==> config.mk <==
export PLATFORM = sky130hd
export DESIGN_NAME = binomial_coefficient
export DESIGN_NICKNAME = d
export VERILOG_FILES = /design/src/bc_pkg.sv /design/src/bc_front.sv /design/src/bc_fifo.sv /design/src/bc_back.sv /design/src/binomial_coefficient.sv
export SDC_FILE = /design/constraint.sdc
export NUM_CORES = 1
export LEC_CHECK = 0
export BUFFER_PORTS_ARGS = -buffer_cell sky130_fd_sc_hd__buf_2
export CAP_MARGIN = 10
export CORE_MARGIN = 1.5
export CORE_UTILIZATION = 36
export CTS_CLUSTER_DIAMETER = 150
export DETAILED_ROUTE_END_ITERATION = 8
export GPL_TIMING_DRIVEN = 0
export PLACE_DENSITY = 0.58
export SKIP_CTS_REPAIR_TIMING = 1
export SYNTH_ARGS = -nofsm -noshare
export SYNTH_HDL_FRONTEND = slang
export SYNTH_HIERARCHICAL = 1
export SYNTH_SLANG_ARGS = --single-unit
==> constraint.sdc <==
create_clock -name i_clk -period 6.9 [get_ports i_clk]
set_input_delay 0.345 -clock i_clk [delete_from_list [all_inputs] [get_ports i_clk]]
set_output_delay 0.345 -clock i_clk [all_outputs]
set_load 0.05 [all_outputs]
==> src/bc_pkg.sv <==
`timescale 1ns / 1ps
`default_nettype none
package bc_pkg;

    localparam int N_W         = 6;
    localparam int COEF_W      = 60;
    localparam int MAX_N_DEF   = 63;
    // product of a coefficient and a factor below 2^N_W
    localparam int PROD_W      = COEF_W + N_W;
    localparam int CNT_W       = $clog2(PROD_W);
    localparam int QUEUE_DEPTH = 2;
    localparam int QPTR_W      = $clog2(QUEUE_DEPTH);
    localparam int QCNT_W      = $clog2(QUEUE_DEPTH + 1);

    // classified job handed from the front to the back
    typedef struct packed {
        logic [N_W-1:0] n;
        logic [N_W-1:0] k_eff;       // min(k, n-k)
        logic           direct;      // answer known without rounds
        logic           direct_one;  // direct answer is 1, else 0
    } t_job;

endpackage
`default_nettype wire

==> src/bc_front.sv <==
`timescale 1ns / 1ps
`default_nettype none
module bc_front #(
    parameter int MAX_N = bc_pkg::MAX_N_DEF
) (
    input  wire logic                  i_clk,
    input  wire logic                  i_rst_n,
    input  wire logic                  i_valid,
    output logic                       o_ready,
    input  wire logic [bc_pkg::N_W-1:0] i_n_total,
    input  wire logic [bc_pkg::N_W-1:0] i_k_chosen,
    output logic                       o_job_valid,
    input  wire logic                  i_job_ready,
    output bc_pkg::t_job               o_job
);
    import bc_pkg::*;

    logic           r_valid;
    t_job           r_job;
    t_job           n_job;
    logic [N_W-1:0] n_minus_k;

    assign o_ready     = !r_valid || i_job_ready;
    assign o_job_valid = r_valid;
    assign o_job       = r_job;
    assign n_minus_k   = i_n_total - i_k_chosen;

    always_comb begin
        n_job.n          = i_n_total;
        n_job.k_eff      = (i_k_chosen > n_minus_k) ? n_minus_k : i_k_chosen;
        n_job.direct     = 1'b0;
        n_job.direct_one = 1'b0;
        priority if (i_n_total > N_W'(MAX_N)) begin
            n_job.direct = 1'b1;
        end else if (i_k_chosen > i_n_total) begin
            n_job.direct = 1'b1;
        end else if (i_k_chosen == '0 || i_k_chosen == i_n_total) begin
            n_job.direct     = 1'b1;
            n_job.direct_one = 1'b1;
        end
    end

    always_ff @(posedge i_clk) begin
        if (!i_rst_n) begin
            r_valid <= 1'b0;
        end else if (o_ready) begin
            r_valid <= i_valid;
        end
        if (o_ready && i_valid) begin
            r_job <= n_job;
        end
    end

endmodule
`default_nettype wire

==> src/bc_fifo.sv <==
`timescale 1ns / 1ps
`default_nettype none
module bc_fifo (
    input  wire logic         i_clk,
    input  wire logic         i_rst_n,
    input  wire logic         i_valid,
    output logic              o_ready,
    input  wire bc_pkg::t_job i_job,
    output logic              o_valid,
    input  wire logic         i_ready,
    output bc_pkg::t_job      o_job
);
    import bc_pkg::*;

    t_job              r_mem [QUEUE_DEPTH];
    logic [QPTR_W-1:0] r_wr_ptr;
    logic [QPTR_W-1:0] r_rd_ptr;
    logic [QCNT_W-1:0] r_count;
    logic              push;
    logic              pop;

    assign o_ready = r_count != QCNT_W'(QUEUE_DEPTH);
    assign o_valid = r_count != '0;
    assign o_job   = r_mem[r_rd_ptr];
    assign push    = i_valid && o_ready;
    assign pop     = o_valid && i_ready;

    always_ff @(posedge i_clk) begin
        if (!i_rst_n) begin
            r_wr_ptr <= '0;
            r_rd_ptr <= '0;
            r_count  <= '0;
        end else begin
            if (push) begin
                r_wr_ptr <= (r_wr_ptr == QPTR_W'(QUEUE_DEPTH - 1)) ? '0 : r_wr_ptr + 1'b1;
            end
            if (pop) begin
                r_rd_ptr <= (r_rd_ptr == QPTR_W'(QUEUE_DEPTH - 1)) ? '0 : r_rd_ptr + 1'b1;
            end
            if (push && !pop) begin
                r_count <= r_count + 1'b1;
            end else if (pop && !push) begin
                r_count <= r_count - 1'b1;
            end
        end
        if (push) begin
            r_mem[r_wr_ptr] <= i_job;
        end
    end

endmodule
`default_nettype wire

==> src/bc_back.sv <==
`timescale 1ns / 1ps
`default_nettype none
module bc_back (
    input  wire logic                     i_clk,
    input  wire logic                     i_rst_n,
    input  wire logic                     i_job_valid,
    output logic                          o_job_ready,
    input  wire bc_pkg::t_job             i_job,
    output logic                          o_valid,
    input  wire logic                     i_ready,
    output logic [bc_pkg::COEF_W-1:0]     o_coefficient
);
    import bc_pkg::*;

    typedef enum logic [1:0] {
        ST_IDLE,
        ST_MUL,
        ST_DIV,
        ST_OUT
    } t_state;

    t_state            r_state;
    logic [COEF_W-1:0] r_acc;
    logic [PROD_W-1:0] r_prod;     // product, shifted out as quotient shifts in
    logic [N_W-1:0]    r_rem;
    logic [N_W-1:0]    r_div;
    logic [N_W-1:0]    r_n;
    logic [N_W-1:0]    r_k;
    logic [N_W-1:0]    r_i;
    logic [CNT_W-1:0]  r_cnt;

    logic [N_W:0]      rem_sh;
    logic              q_bit;
    logic [N_W:0]      rem_sub;
    logic [PROD_W-1:0] n_prod;
    logic [N_W-1:0]    factor;

    assign o_job_ready   = r_state == ST_IDLE;
    assign o_valid       = r_state == ST_OUT;
    assign o_coefficient = r_acc;

    assign factor  = r_n - r_i;
    assign rem_sh  = {r_rem, r_prod[PROD_W-1]};
    assign q_bit   = rem_sh >= {1'b0, r_div};
    assign rem_sub = rem_sh - {1'b0, r_div};
    assign n_prod  = {r_prod[PROD_W-2:0], q_bit};

    always_ff @(posedge i_clk) begin
        if (!i_rst_n) begin
            r_state <= ST_IDLE;
        end else begin
            unique case (r_state)
                ST_IDLE: begin
                    if (i_job_valid) begin
                        r_n <= i_job.n;
                        r_k <= i_job.k_eff;
                        r_i <= '0;
                        if (i_job.direct) begin
                            r_acc   <= COEF_W'(i_job.direct_one);
                            r_state <= ST_OUT;
                        end else begin
                            r_acc   <= COEF_W'(1);
                            r_state <= ST_MUL;
                        end
                    end
                end
                ST_MUL: begin
                    r_prod  <= PROD_W'(r_acc) * PROD_W'(factor);
                    r_div   <= r_i + 1'b1;
                    r_rem   <= '0;
                    r_cnt   <= CNT_W'(PROD_W - 1);
                    r_state <= ST_DIV;
                end
                ST_DIV: begin
                    // restoring division, one quotient bit per cycle
                    r_rem  <= q_bit ? rem_sub[N_W-1:0] : rem_sh[N_W-1:0];
                    r_prod <= n_prod;
                    if (r_cnt == '0) begin
                        r_acc <= n_prod[COEF_W-1:0];
                        r_i   <= r_i + 1'b1;
                        if (r_i + 1'b1 == r_k) begin
                            r_state <= ST_OUT;
                        end else begin
                            r_state <= ST_MUL;
                        end
                    end else begin
                        r_cnt <= r_cnt - 1'b1;
                    end
                end
                ST_OUT: begin
                    if (i_ready) begin
                        r_state <= ST_IDLE;
                    end
                end
                default: begin
                    r_state <= ST_IDLE;
                end
            endcase
        end
    end

endmodule
`default_nettype wire

==> src/binomial_coefficient.sv <==
// Binomial coefficient C(n,k), one 60-bit result word per input word.
// Input channel: i_valid / o_ready carrying i_n_total and i_k_chosen.
// Output channel: o_valid / i_ready carrying o_coefficient.
// k above n gives 0; k of 0 or equal to n gives 1; n above MAX_N gives 0.
// The front stage classifies a word and folds k to min(k, n-k), then
// pushes it into a two-entry queue. The back unit runs k rounds, each a
// 60x6 multiply followed by a bit-serial restoring divide of the 66-bit
// product. Trivial words skip the rounds and go straight to the output.
// Items are worked one at a time in the back unit; the front and queue
// keep accepting up to three more words while it is busy.
// A stalled receiver holds the result in the output register; the back
// unit waits, then the queue fills and o_ready drops.
// Synchronous active-low reset empties the queue and pipeline; no
// result is pending after reset.
`timescale 1ns / 1ps
`default_nettype none
module binomial_coefficient #(
    parameter int MAX_N = bc_pkg::MAX_N_DEF
) (
    input  wire logic                      i_clk,
    input  wire logic                      i_rst_n,
    input  wire logic                      i_valid,
    output logic                           o_ready,
    input  wire logic [bc_pkg::N_W-1:0]    i_n_total,
    input  wire logic [bc_pkg::N_W-1:0]    i_k_chosen,
    output logic                           o_valid,
    input  wire logic                      i_ready,
    output logic [bc_pkg::COEF_W-1:0]      o_coefficient
);
    import bc_pkg::*;

    logic front_valid;
    logic front_ready;
    t_job front_job;
    logic queue_valid;
    logic queue_ready;
    t_job queue_job;

    bc_front #(
        .MAX_N(MAX_N)
    ) u_front (
        .i_clk      (i_clk),
        .i_rst_n    (i_rst_n),
        .i_valid    (i_valid),
        .o_ready    (o_ready),
        .i_n_total  (i_n_total),
        .i_k_chosen (i_k_chosen),
        .o_job_valid(front_valid),
        .i_job_ready(front_ready),
        .o_job      (front_job)
    );

    bc_fifo u_fifo (
        .i_clk  (i_clk),
        .i_rst_n(i_rst_n),
        .i_valid(front_valid),
        .o_ready(front_ready),
        .i_job  (front_job),
        .o_valid(queue_valid),
        .i_ready(queue_ready),
        .o_job  (queue_job)
    );

    bc_back u_back (
        .i_clk        (i_clk),
        .i_rst_n      (i_rst_n),
        .i_job_valid  (queue_valid),
        .o_job_ready  (queue_ready),
        .i_job        (queue_job),
        .o_valid      (o_valid),
        .i_ready      (i_ready),
        .o_coefficient(o_coefficient)
    );

endmodule
`default_nettype wire

---- Word level (Yosys, flattened, before mapping) ----
Memories as Yosys holds them, arrays and structs flattened. A register that Yosys moved wholly into a read port is not among the register bits.
Cells that the tools add are included.
word-level totals
  bits in writable memories ............... 28
  register bits after elaboration ......... 184
  output and inout port bits .............. 62
  memories ................................ 1
operators by class
  $mul .................................... 1
  eq/ne operators ......................... 10
  add/sub/neg operators ................... 9
  reductions and logical operators ........ 24
  $lt $le $gt $ge ......................... 4
  muxes and demuxes ....................... 28
memory list
  memory        depth  width  read ports  clocked after memory_dff  wr ports  line           source
  u_fifo.r_mem  2      14     1           1                         1         bc_fifo.sv:15  t_job r_mem [QUEUE_DEPTH];
operators by type and width
  operator                                              number
  one-hot mux 66 bit (2 select lines)                   1
  two-way mux 60 bit                                    2
  one-hot mux 60 bit (2 select lines)                   1
  multiplier 60 x 6 -> 66 bit                           1
  two-way mux 6 bit                                     4
  one-hot mux 6 bit (2 select lines)                    2
  subtractor 6 bit                                      3
  two-way mux 2 bit                                     8
  one-hot mux 7 bit (2 select lines)                    1
  equality test 6 bit                                   2
  greater-than comparator 6 bit                         2
  AND reduction 3 bit                                   3
  one-hot mux 2 bit (4 select lines)                    1
  nonzero test 2 bit                                    4
  greater-or-equal comparator 7 x 6 -> 1 bit            1
  logical NOT 7 bit                                     1
  two-way mux 1 bit                                     7
  two-way mux 7 bit                                     1
  subtractor 7 x 1 -> 7 bit, second input constant      1
  adder 6 x 1 -> 6 bit, second input constant           1
  greater-than comparator 6 bit, second input constant  1
  logical NOT 6 bit                                     1
  != test 2 x 1 -> 1 bit, second input constant         3
  logical AND 1 bit                                     5
  12 further kinds                                      19

---- Logic depth before layout (Yosys ltp) ----
Gate-level depths: netlist (run 1).
  depth in word-level cells ............... 6
  gate-level depth with buffers ........... 27
  gate-level depth less buffers ........... 25

---- Modules after synthesis ----
Netlist (run 1), hierarchy kept.
modules (own cells, without submodules)
  module    area each (um2)  sequential area each (um2)  cells an instance  times used
  bc_back   18,266.3         4,934.7                     1,874              1
  bc_fifo   1,246.2          940.9                       67                 1
  bc_front  967.2            440.4                       85                 1

---- Worst setup path before layout (run 1) ----
OpenSTA, ideal clock, no wires.
  kind .................................... register to register
  start ................................... register u_back.r_i[1]
  end ..................................... register u_back.r_prod[37], data pin
  period minus slack after synthesis ...... 5,947 ps
  cell stages (with the launch flop) ...... 27
  setup slack ............................. 953 ps
  required time ........................... 6,646 ps
  data arrival time ....................... 5,693 ps
  setup time .............................. 254 ps
  cell sequence ........................... edfxtp_1 > inv_1 > ha_1 > a21o_1 > a21oi_1 > o21bai_1 > a21oi_1 > xnor2_1 > clkbuf_1 > and2_1 > fa_1 > inv_1 > fa_1 > fa_1 > inv_1 > ha_1 > clkbuf_1 > nand2_1 > nor3_1 > o211ai_1 > a21o_1 > and2_1 > o31a_1 > o21ai_1 > a21boi_0 > xnor2_1 > a21o_1
between the ends
  word-level cells in the longest chain between the ends .. 3
ends and longest elaborated chain
  item                                 line           source
  from (decl)                          bc_back.sv:29  logic [N_W-1:0] r_i;
  from (signal assigned)               bc_back.sv:80  r_i <= r_i + 1'b1;
  subtractor 6 bit                     bc_back.sv:42  assign factor = r_n - r_i;
  multiplier 60 x 6 -> 66 bit          bc_back.sv:68  r_prod <= PROD_W'(r_acc) * PROD_W'(factor);
  one-hot mux 66 bit (2 select lines)  bc_back.sv:52  unique case (r_state)
  to (signal assigned)                 bc_back.sv:68
  to (signal assigned)                 bc_back.sv:77  r_prod <= n_prod;
  to (decl)                            bc_back.sv:24  logic [PROD_W-1:0] r_prod;
Every way passes these cells.
A chain may end at the register's enable or synchronous reset.

---- Worst setup path after layout (run 1) ----
  start ................................... register u_back.r_i[0]
  end ..................................... register u_back.r_prod[58], data pin
The elaborated chain is that of the path after synthesis.

==> qor.yml, run 1 <==
grt:
  overflow: 0
  antenna_found_initial: 0
  gr-usage-all-layers_pct: 18.08
  grt_max_degree: 53
  grt_pass1_wl_mm: 85.28
  grt_use_met3_pct: 2.642
  grt_pass1_vias: 15700
  busiest_layer: "met2"
  use_met2_pct: 31.06
  met1_usage_pct: 23.23
clock_network:
  cts_root_buffer: "clkbuf_16"
  cts-buffers-inserted: 25
  htreeDepth: 1
  clkSinkCount: 213
  clkTransAtPathRegs_ns: 0.06
  cts_tree: "done"
  clock_path_buffers: 3
  clk_latency_ns: 0.55
synthesis:
  yosysTopAreaCellShare_pct: 30.06
  synth.avg_cell_area_um2: 10.11
  synth_seq_area_share_pct: 30.84
  synthTopCellsByArea: "edfxtp_1, fa_1, and2_1"
  synth_fa_ha_area_share_pct: 29.48
  yosysWarningCount: 6
  syn_area_um2: 20480
  synthMuxAreaShare_pct: 0.9653
  syn_inst: 2026
  synth_compound_area_share_pct: 10.70
  synth_fp_nets: 2383
  async_flop_share_pct: 0
  ys_ff_latch: 213
  synth-simple-area-share_pct: 17.48
  synth_area_leader_cell: "edfxtp_1"
  synth_edf_count: 205
  synth_top_family_by_area: "adder cells"
  synth_flop_cell: "edfxtp_1"
  synthDistinctLibCells: 78
  synth-xor-area-share_pct: 3.458
layout:
  nets: 2509
  design_area_um2: 23240
  syn_to_final_growth_pct: 13.46
  drive_gt1_share_pct: 11.12
sta:
  hold_viol_final: 0
  worst_slack_ns: 0.1338
  slew_headroom_pct: 32.05
  fin_crit_sh_pct: 98.06
  holdWs_ns: 0.03761
  min_period_ns: 6.766
  finalSetupTns_ns: 0
  finClkSkew_ns: 0.01855
  final-setup-viol-count: 0
  fmax_mhz: 147.8
  drv_slew: 0
  worst_pin_slew_ns: 1.010
floorplanning:
  rows: 87
  dieArea_um2: 58330
  io_pins: 78
  die_w_um: 241.5
  initial_utilization_pct: 36.39
  core_um2: 56280
  die_h_um: 241.5
place:
  dp_worst_setup_slack_ns: -0.9356
  place_hpwl_mm: 40.22
  io_buffer_count: 77
  gp_congestion: 0.9004
  dpl_cell_area_um2: 21870
worst_setup_path:
  end_kind: "flip-flop"
  crit_fanout: 10
  critPathRequiredTime_ns: 7.31
  cp-startpoint: "u_back/r_i[0]"
  rr_startpoint: "u_back/r_i[0]"
  cpMostUsedCell: "inv_1"
  cp_slowest_stage_delay_ns: 0.55
  cp.arrival_ns: 7.18
  crit_slowest_cell: "fa_1"
  worstSetupStartpointType: "flip-flop"
  crit_type: "flip-flop to flip-flop"
detailed_routing:
  postRouteWirelength_mm: 51.71
  ant_nets: 0
  wire_per_inst_um: 17.68
  drc_errors: 0
  drtPass1Iterations: 7
  vias: 14560
  drt_iter0_drc: 729
  viasPerCell: 4.978
job:
  maxCapViolCount: 0
worst_hold_path:
  hold_start: "i_n_total[0]"
  holdCritPathClass: "input pin to flip-flop"
run_status:
  status: "complete, no violations"
metrics by stage:
stage | utilization [%] | cells
after global routing | 41.28 | 2924
after global placement | 38.76 | 2859
after floorplan | - | 2026
after detailed placement | 38.87 | 2861
final | 41.29 | 2925
after CTS | 40.27 | 2904
cell usage after synthesis, types with 11 or more instances:
master	number
inv_1	295
edfxtp_1	205
o21ai_1	11
nor2_1	63
nand2b_1	64
fa_1	236
a21oi_1	76
nor2b_1	15
nand4_1	18
ha_1	105
nor3_1	15
xnor2_1	53
xor2_1	26
o21ai_0	39
and2_1	248
mux2_2	14
clkbuf_1	77
nand2_1	189
nand3_1	17
a21o_1	103
layer usage:
| metal | wire length, um | vias to the layer above |
|---|---|---|
| met5 | 0 | - |
| met4 | 1676 | 0 |
| met3 | 2112 | 84 |
| met2 | 25230 | 268 |
| met1 | 22690 | 7342 |
| li1 | - | 6867 |
cells by family (layout without fill, tap and decap cells):
group                      Yosys count  count (layout)
adders and majority gates          341             341
other                                0               1
xor gates and xnor gates            80              80
muxes                               18              18
DFF                                213             213
AOI/OAI and AO/OA                  322             322
and+or+nand+nor                    672             672
buffers and inverters              380             522
state kept, by name, indices dropped and copies added (netlist names), named ones only:
signal	cells
u_back/r_div	6
u_fifo/r_wr_ptr	1
u_back/r_prod	66
u_fifo/r_rd_ptr	1
u_front/o_job_valid	1
u_back/r_i	6
u_front/o_job	14
u_back/r_k	6
u_back/r_state	2
u_back/r_n	6
u_fifo/r_mem	28
u_back/r_rem	6
u_fifo/r_count	2
u_back/r_cnt	7
u_back/o_coefficient	60
worst paths after layout:
check	cells after the start	to	slack [ns]
worst min register to register	0	u_fifo/r_mem[0][10]	0.44
worst min-delay path	1	u_front/o_job[8]	0.04
worst max-delay path	27	u_back/r_prod[58]	0.13
worst max register to register	27	u_back/r_prod[58]	0.13
cell type report:
type / count / area [um^2]
clock inverter: 10 / 93.84
tap: 756 / 945.9
timing repair buffer: 103 / 643.1
fill: 5473 / 33040
clock buffer: 33 / 695.7
buffer: 80 / 429.2
antenna: 1 / 2.502
inverter: 296 / 1111
sequential: 213 / 6316
multi-input combinational: 1433 / 13000
critical path, delay by kind of cell (launching register included):
kind / cells / cell delay (ns)
adders and majority gates: 6 / 2.41
and+or+nand+nor: 8 / 1.88
AOI/OAI and AO/OA: 5 / 0.97
buffers and inverters: 7 / 0.75
DFF: 1 / 0.43
xor gates and xnor gates: 1 / 0.17
layout by cell type, fill, tap and decap left out, types with 7 or more instances in the layout:
master     synthesis  final
dfxtp_1            8      8
nand4_1           18     18
and2_1           248    247
nor2_1            63     61
nor3_1            15     14
o21ai_1           11      8
nor2b_1           15     15
edfxtp_1         205    205
nand2_1          189    187
o21ai_0           39     38
xnor2_1           53     50
clkbuf_2           0     12
buf_4              3     23
a21o_1           103    103
o21ai_2            5      8
clkbuf_1          77     54
clkbuf_16          0     25
fa_1             236    235
mux2_2            14     14
nor4_1             9      8
and3_1            10      9
nand3_1           17     17
xor2_1            26     24
a31oi_1           10      7
a21oi_1           76     69
inv_1            295    294
o21bai_1          10     10
nand2b_1          64     64
buf_2              2     79
ha_1             105    100
Power of run 1 is not shown: default switching activity piles up to over one toggle a cycle in this logic, so the estimate is an artifact.
==> inputs of run 2 (changes only) <==
Settings changed: CTS_BUF_LIST set to sky130_fd_sc_hd__clkbuf_4 sky130_fd_sc_hd__clkbuf_8, SETUP_SLACK_MARGIN set to 0.3, SLEW_MARGIN set to 20.
==> run 2 against run 1 <==
Against the previous run:
- worst hold slack improved by 0.039 ns
- critical path depth did not move
- worst setup slack gained 0.17 ns
- sequential cell count unchanged
- highest routed layer unchanged
==> qor.yml, run 2 (synthesis results as in run 1) <==
worst_setup_path:
  crit_type: "flip-flop to flip-flop"  # unchanged
  cpLargestDelayFamily: "adder cells"  # unchanged
  end_kind: "flip-flop"  # unchanged
  rr_startpoint: "u_back/r_i[1]"  # was u_back/r_i[0]
  worstSetupStartpointType: "flip-flop"  # unchanged
  cp.arrival_ns: 7.05  # was 7.18 ns
  r2r_end: "u_back/r_prod[58]"  # unchanged
  reg2reg_depth: 27  # unchanged
  crit_fanout: 7  # was 10
  crit_slowest_cell: "fa_1"  # unchanged
  critPathRequiredTime_ns: 7.36  # was 7.31 ns
  ff2ff_setup_slack_ns: 0.31  # was 0.13 ns
  cp_slowest_stage_delay_ns: 0.53  # was 0.55 ns
  worst-path-buf-inv: 7  # unchanged
place:
  io_buffer_count: 77  # unchanged
  place_hpwl_mm: 40.34  # was 40.22 mm
  dp_cells: 2861  # unchanged
  gp_congestion: 0.9004  # unchanged
  dpl_cell_area_um2: 21870  # unchanged
sta:
  min_period_ns: 6.594  # was 6.766 ns
  worst_pin_slew_ns: 0.9613  # was 1.010 ns
  final-setup-viol-count: 0  # unchanged
  fin_crit_sh_pct: 95.57  # was 98.06%
  finClkSkew_ns: 0.03001  # was 0.01855 ns
  fmax_mhz: 151.6  # was 147.8 MHz
  slew_headroom_pct: 35.91  # was 32.05%
  drv_slew: 0  # unchanged
  hold_viol_final: 0  # unchanged
  rsz0062_at_grt: "yes"
grt:
  gr-usage-all-layers_pct: 18.22  # was 18.08%
  grt_pass1_vias: 15780  # was 15,700
  grt_pass1_wl_mm: 85.08  # was 85.28 mm
  overflow: 0  # unchanged
  antenna_found_initial: 3  # was 0
  grt_max_degree: 52  # was 53
floorplanning:
  initial_utilization_pct: 36.39  # unchanged
  die_h_um: 241.5  # unchanged
  die_w_um: 241.5  # unchanged
  rows: 87  # unchanged
  core_um2: 56280  # unchanged
  io_pins: 78  # unchanged
  dieArea_um2: 58330  # unchanged
layout:
  top_register: "u_back/r_prod"  # unchanged
  layout_common_cells: "inv_1, and2_1, fa_1"  # unchanged
  drive_gt1_share_pct: 17.36  # was 11.12%
  final_cells: 3003  # was 2,925
  syn_to_final_growth_pct: 19.24  # was 13.46%
  largest_reg_flops: 66  # unchanged
  layout_commonest_cell: "inv_1"  # unchanged
  design_area_um2: 24420  # was 23,240 um^2
  nets: 2572  # was 2,509
  utilization_pct: 43.39  # was 41.29%
run_status:
  status: "complete, no violations"  # unchanged
clock_network:
  cts_tree: "done"  # unchanged
  clock_path_buffers: 3  # unchanged
  clkTransAtPathRegs_ns: 0.06  # about the same
  cts-buffers-inserted: 41  # was 25
  htreeDepth: 2  # was 1
  cts_root_buffer: "clkbuf_8"  # was clkbuf_16
  clk_latency_ns: 0.61  # was 0.55 ns
  clkSinkCount: 213  # unchanged
worst_hold_path:
  min_delay_path_depth: 2  # was 1
  hold_start: "i_rst_n"  # was i_n_total[0]
  holdCritPathClass: "input pin to flip-flop"  # unchanged
  holdPathEnd: "u_back/r_state[0]"  # was u_front/o_job[8]
job:
  maxCapViolCount: 0  # unchanged
detailed_routing:
  drc_errors: 0  # unchanged
  postRouteWirelength_mm: 53.96  # was 51.71 mm
  viasPerCell: 5.045  # was 4.978
  wire_per_inst_um: 17.97  # was 17.68 um
  vias: 15150  # was 14,560
  ant_nets: 0  # unchanged
  drtPass1Iterations: 5  # was 7
  drt_iter0_drc: 851  # was 729
==> run 2: worst max-delay path by stage <==
stage	from	end	slack [ns]	cells past startpoint
after floorplan	u_back/r_i[1]	u_back/r_prod[37]	0.95	26
after global placement	u_back/r_i[0]	u_back/r_prod[57]	-0.94	23
after detailed placement	u_back/r_i[1]	u_back/r_prod[65]	-0.87	24
after CTS	u_back/r_i[0]	u_back/r_prod[65]	-0.90	24
after global routing	u_back/r_n[1]	u_back/r_prod[58]	0.08	25
final	u_back/r_i[1]	u_back/r_prod[58]	0.31	27
==> run 2: final cells by class <==
class / instances / area (um^2)
Buffer: 84 / 546.8
Clock inverter: 16 / 210.2
Antenna cell: 1 / 2.502
Multi-Input combinational cell: 1433 / 13520
Inverter: 296 / 1111
Timing Repair Buffer: 146 / 1066
Clock buffer: 58 / 704.4
Sequential cell: 213 / 6316
Tap cell: 756 / 945.9
Fill cell: 5360 / 31860
==> run 2: metal layers <==
| layer | up-vias | GRT usage [%] | wire (um) | share of wire [%] |
|---|---|---|---|---|
| met1 | 7672 | 22.98 | 23080 | 43 |
| met5 | - | 0 | 0 | 0 |
| met2 | 380 | 30.44 | 26530 | 49 |
| li1 | 6995 | - | - | - |
| met3 | 103 | 3.563 | 2656 | 4.9 |
| met4 | 0 | 7.732 | 1700 | 3.2 |
==> run 2: metrics by stage <==
step                      TNS (ns)  hold slack [ns]  setup WS (ns)
after floorplan                  0           0.4215         0.9528
after global placement      -14.93           0.4249        -0.9446
after detailed placement    -15.83           0.4335        -0.8675
after CTS                   -17.39          -0.1243        -0.8950
after global routing             0          0.06161        0.08121
final                            0          0.07640         0.3058
==> run 2: worst register-to-register path, stage by stage, from the launching register on <==
cell and delay [ns]:
edfxtp_1 0.40, inv_2 0.09, ha_1 0.23, a21o_1 0.17, a21oi_2 0.21, o21bai_1 0.12, a21oi_2 0.25, xnor2_4 0.23
buf_12 0.21, and2_1 0.17, fa_1 0.53, inv_1 0.06, fa_1 0.46, fa_1 0.53, inv_1 0.07, ha_4 0.26
buf_6 0.11, nand4_1 0.26, nor4_4 0.26, inv_1 0.09, a211oi_2 0.26, or3_4 0.22, a21oi_4 0.09, o31ai_4 0.27
buf_12 0.17, a31oi_4 0.12, or4b_1 0.51, nand3_2 0.10
Power of run 2 is left out for the same reason.
==> inputs of run 3 (changes only) <==
Settings changed: BUFFER_PORTS_ARGS -buffer_cell sky130_fd_sc_hd__buf_2 to not set, DONT_BUFFER_PORTS set to 1, PLACE_DENSITY 0.58 to 0.57.
==> run 3 against run 2 <==
Against the previous run:
- sequential cell count stayed put
- cell area is 1.5% lower
- first-iteration DRC count increased by 4.9%
- die area stayed put
- sequential share of layout area is 0.40 points higher
- register-to-register slack worse by 0.07 ns
- critical path depth up 1
- clock skew grew 0.013 ns
- largest cell class unchanged
==> qor.yml, run 3 (synthesis results as in run 1) <==
clock_network:
  clkTransAtPathRegs_ns: 0.06  # about the same
  cts_tree: "done"  # unchanged
  clk_latency_ns: 0.62  # was 0.61 ns
  htreeDepth: 2  # unchanged
  cts-buffers-inserted: 40  # was 41
  clock_path_buffers: 3  # unchanged
  clkSinkCount: 213  # unchanged
  cts_root_buffer: "clkbuf_8"  # unchanged
place:
  dpl_cell_area_um2: 21500  # was 21,870 um^2
  gp_congestion: 0.8523  # was 0.9004
  place_hpwl_mm: 40.28  # was 40.34 mm
  dp_worst_setup_slack_ns: -0.9143  # was -0.8675 ns
  io_buffer_count: 0  # was 77
layout:
  n_fill_cell: 5379  # was 5,360
  largest_reg_flops: 66  # unchanged
  nets: 2515  # was 2,572
  layout_commonest_cell: "inv_1"  # unchanged
  design_area_um2: 24050  # was 24,420 um^2
  syn_to_final_growth_pct: 17.41  # was 19.24%
  layout_common_cells: "inv_1, and2_1, fa_1"  # unchanged
  num_antenna_cells: 0  # was 1
  top_register: "u_back/r_prod"  # unchanged
  drive_gt1_share_pct: 15.67  # was 17.36%
grt:
  gr-usage-all-layers_pct: 18.00  # was 18.22%
  grt_pass1_wl_mm: 83.90  # was 85.08 mm
  grt_pass1_vias: 15480  # was 15,780
  overflow: 0  # unchanged
  grt_max_degree: 52  # unchanged
  antenna_found_initial: 1  # was 3
worst_hold_path:
  holdCritPathClass: "input pin to flip-flop"  # unchanged
floorplanning:
  rows: 87  # unchanged
  core_um2: 56280  # unchanged
  die_w_um: 241.5  # unchanged
  die_h_um: 241.5  # unchanged
  dieArea_um2: 58330  # unchanged
  initial_utilization_pct: 36.39  # unchanged
  io_pins: 78  # unchanged
detailed_routing:
  drt_iter0_drc: 893  # was 851
  viasPerCell: 5.041  # was 5.045
  drc_errors: 0  # unchanged
  postRouteWirelength_mm: 53.32  # was 53.96 mm
  ant_nets: 0  # unchanged
  drtPass1Iterations: 7  # was 5
  vias: 14810  # was 15,150
  wire_per_inst_um: 18.15  # was 17.97 um
job:
  maxCapViolCount: 0  # unchanged
sta:
  holdWs_ns: 0.1586  # was 0.07640 ns
  rsz0062_at_grt: "yes"  # unchanged
  fmax_mhz: 150.2  # was 151.6 MHz
  worst_slack_ns: 0.2404  # was 0.3058 ns
  fin_crit_sh_pct: 96.52  # was 95.57%
  final-setup-viol-count: 0  # unchanged
  hold_viol_final: 0  # unchanged
  min_period_ns: 6.660  # was 6.594 ns
  worst_pin_slew_ns: 1.025  # was 0.9613 ns
  drv_slew: 0  # unchanged
  finClkSkew_ns: 0.04334  # was 0.03001 ns
  slew_headroom_pct: 31.64  # was 35.91%
worst_setup_path:
  end_kind: "flip-flop"  # unchanged
  crit_fanout: 7  # unchanged
  critPathRequiredTime_ns: 7.34  # was 7.36 ns
  crit_slowest_cell: "xnor2_4"  # was fa_1
  cp.arrival_ns: 7.10  # was 7.05 ns
  cpMostUsedCell: "inv_2"
  cp_slowest_stage_delay_ns: 0.52  # was 0.53 ns
  worstSetupStartpointType: "flip-flop"  # unchanged
  crit_type: "flip-flop to flip-flop"  # unchanged
run_status:
  status: "complete, no violations"  # unchanged
## run 3: metrics by stage
stage / setup TNS [ns] / cells / utilization, %
3_3_place_gp: -16.72 / 2782 / 38.07
6_report: 0 / 2938 / 42.73
4_1_cts: -18.38 / 2851 / 39.49
2_1_floorplan: 0 / 2026 / -
5_1_grt: 0 / 2938 / 42.73
3_5_place_dp: -15.72 / 2785 / 38.20
## run 3: cell type report
class / instances / area [um^2] / share of cell area (%)
buffer: 84 / 541.8 / 2.253
clock buffer: 52 / 640.6 / 2.664
clock inverter: 14 / 86.33 / 0.3590
inverter: 296 / 1111 / 4.621
multi-input combinational: 1433 / 13570 / 56.42
sequential: 213 / 6316 / 26.27
tap: 756 / 945.9 / 3.934
timing repair buffer: 90 / 837.1 / 3.481
## run 3: worst paths after layout
| path | startpoint | endpoint | slack, ns | cells after the start |
|---|---|---|---|---|
| max | u_back/r_i[0] | u_back/r_prod[58] | 0.24 | 28 |
| min reg2reg | u_front/o_job[4] | u_fifo/r_mem[0][4] | 0.45 | 0 |
| min | i_rst_n | u_back/r_div[5] | 0.16 | 1 |
| max reg2reg | u_back/r_i[0] | u_back/r_prod[58] | 0.24 | 28 |
## run 3: routing by layer
metal | wire length [um] | part of all wire (%) | GRT usage (%)
met1 | 22730 | 43 | 22.60
met2 | 26360 | 49 | 30.84
met3 | 2810 | 5.3 | 3.374
met4 | 1429 | 2.7 | 6.474
met5 | 0 | 0 | 0
## run 3: critical path: cells and delay by family (launching register included)
kind	cells	cell delay, ns
buf+inv	8	0.88
xor+xnor	1	0.52
simple gates	6	1.50
flops	1	0.45
fa+ha+maj	5	1.87
compound gates	8	1.27
Power of run 3 is left out for the same reason.
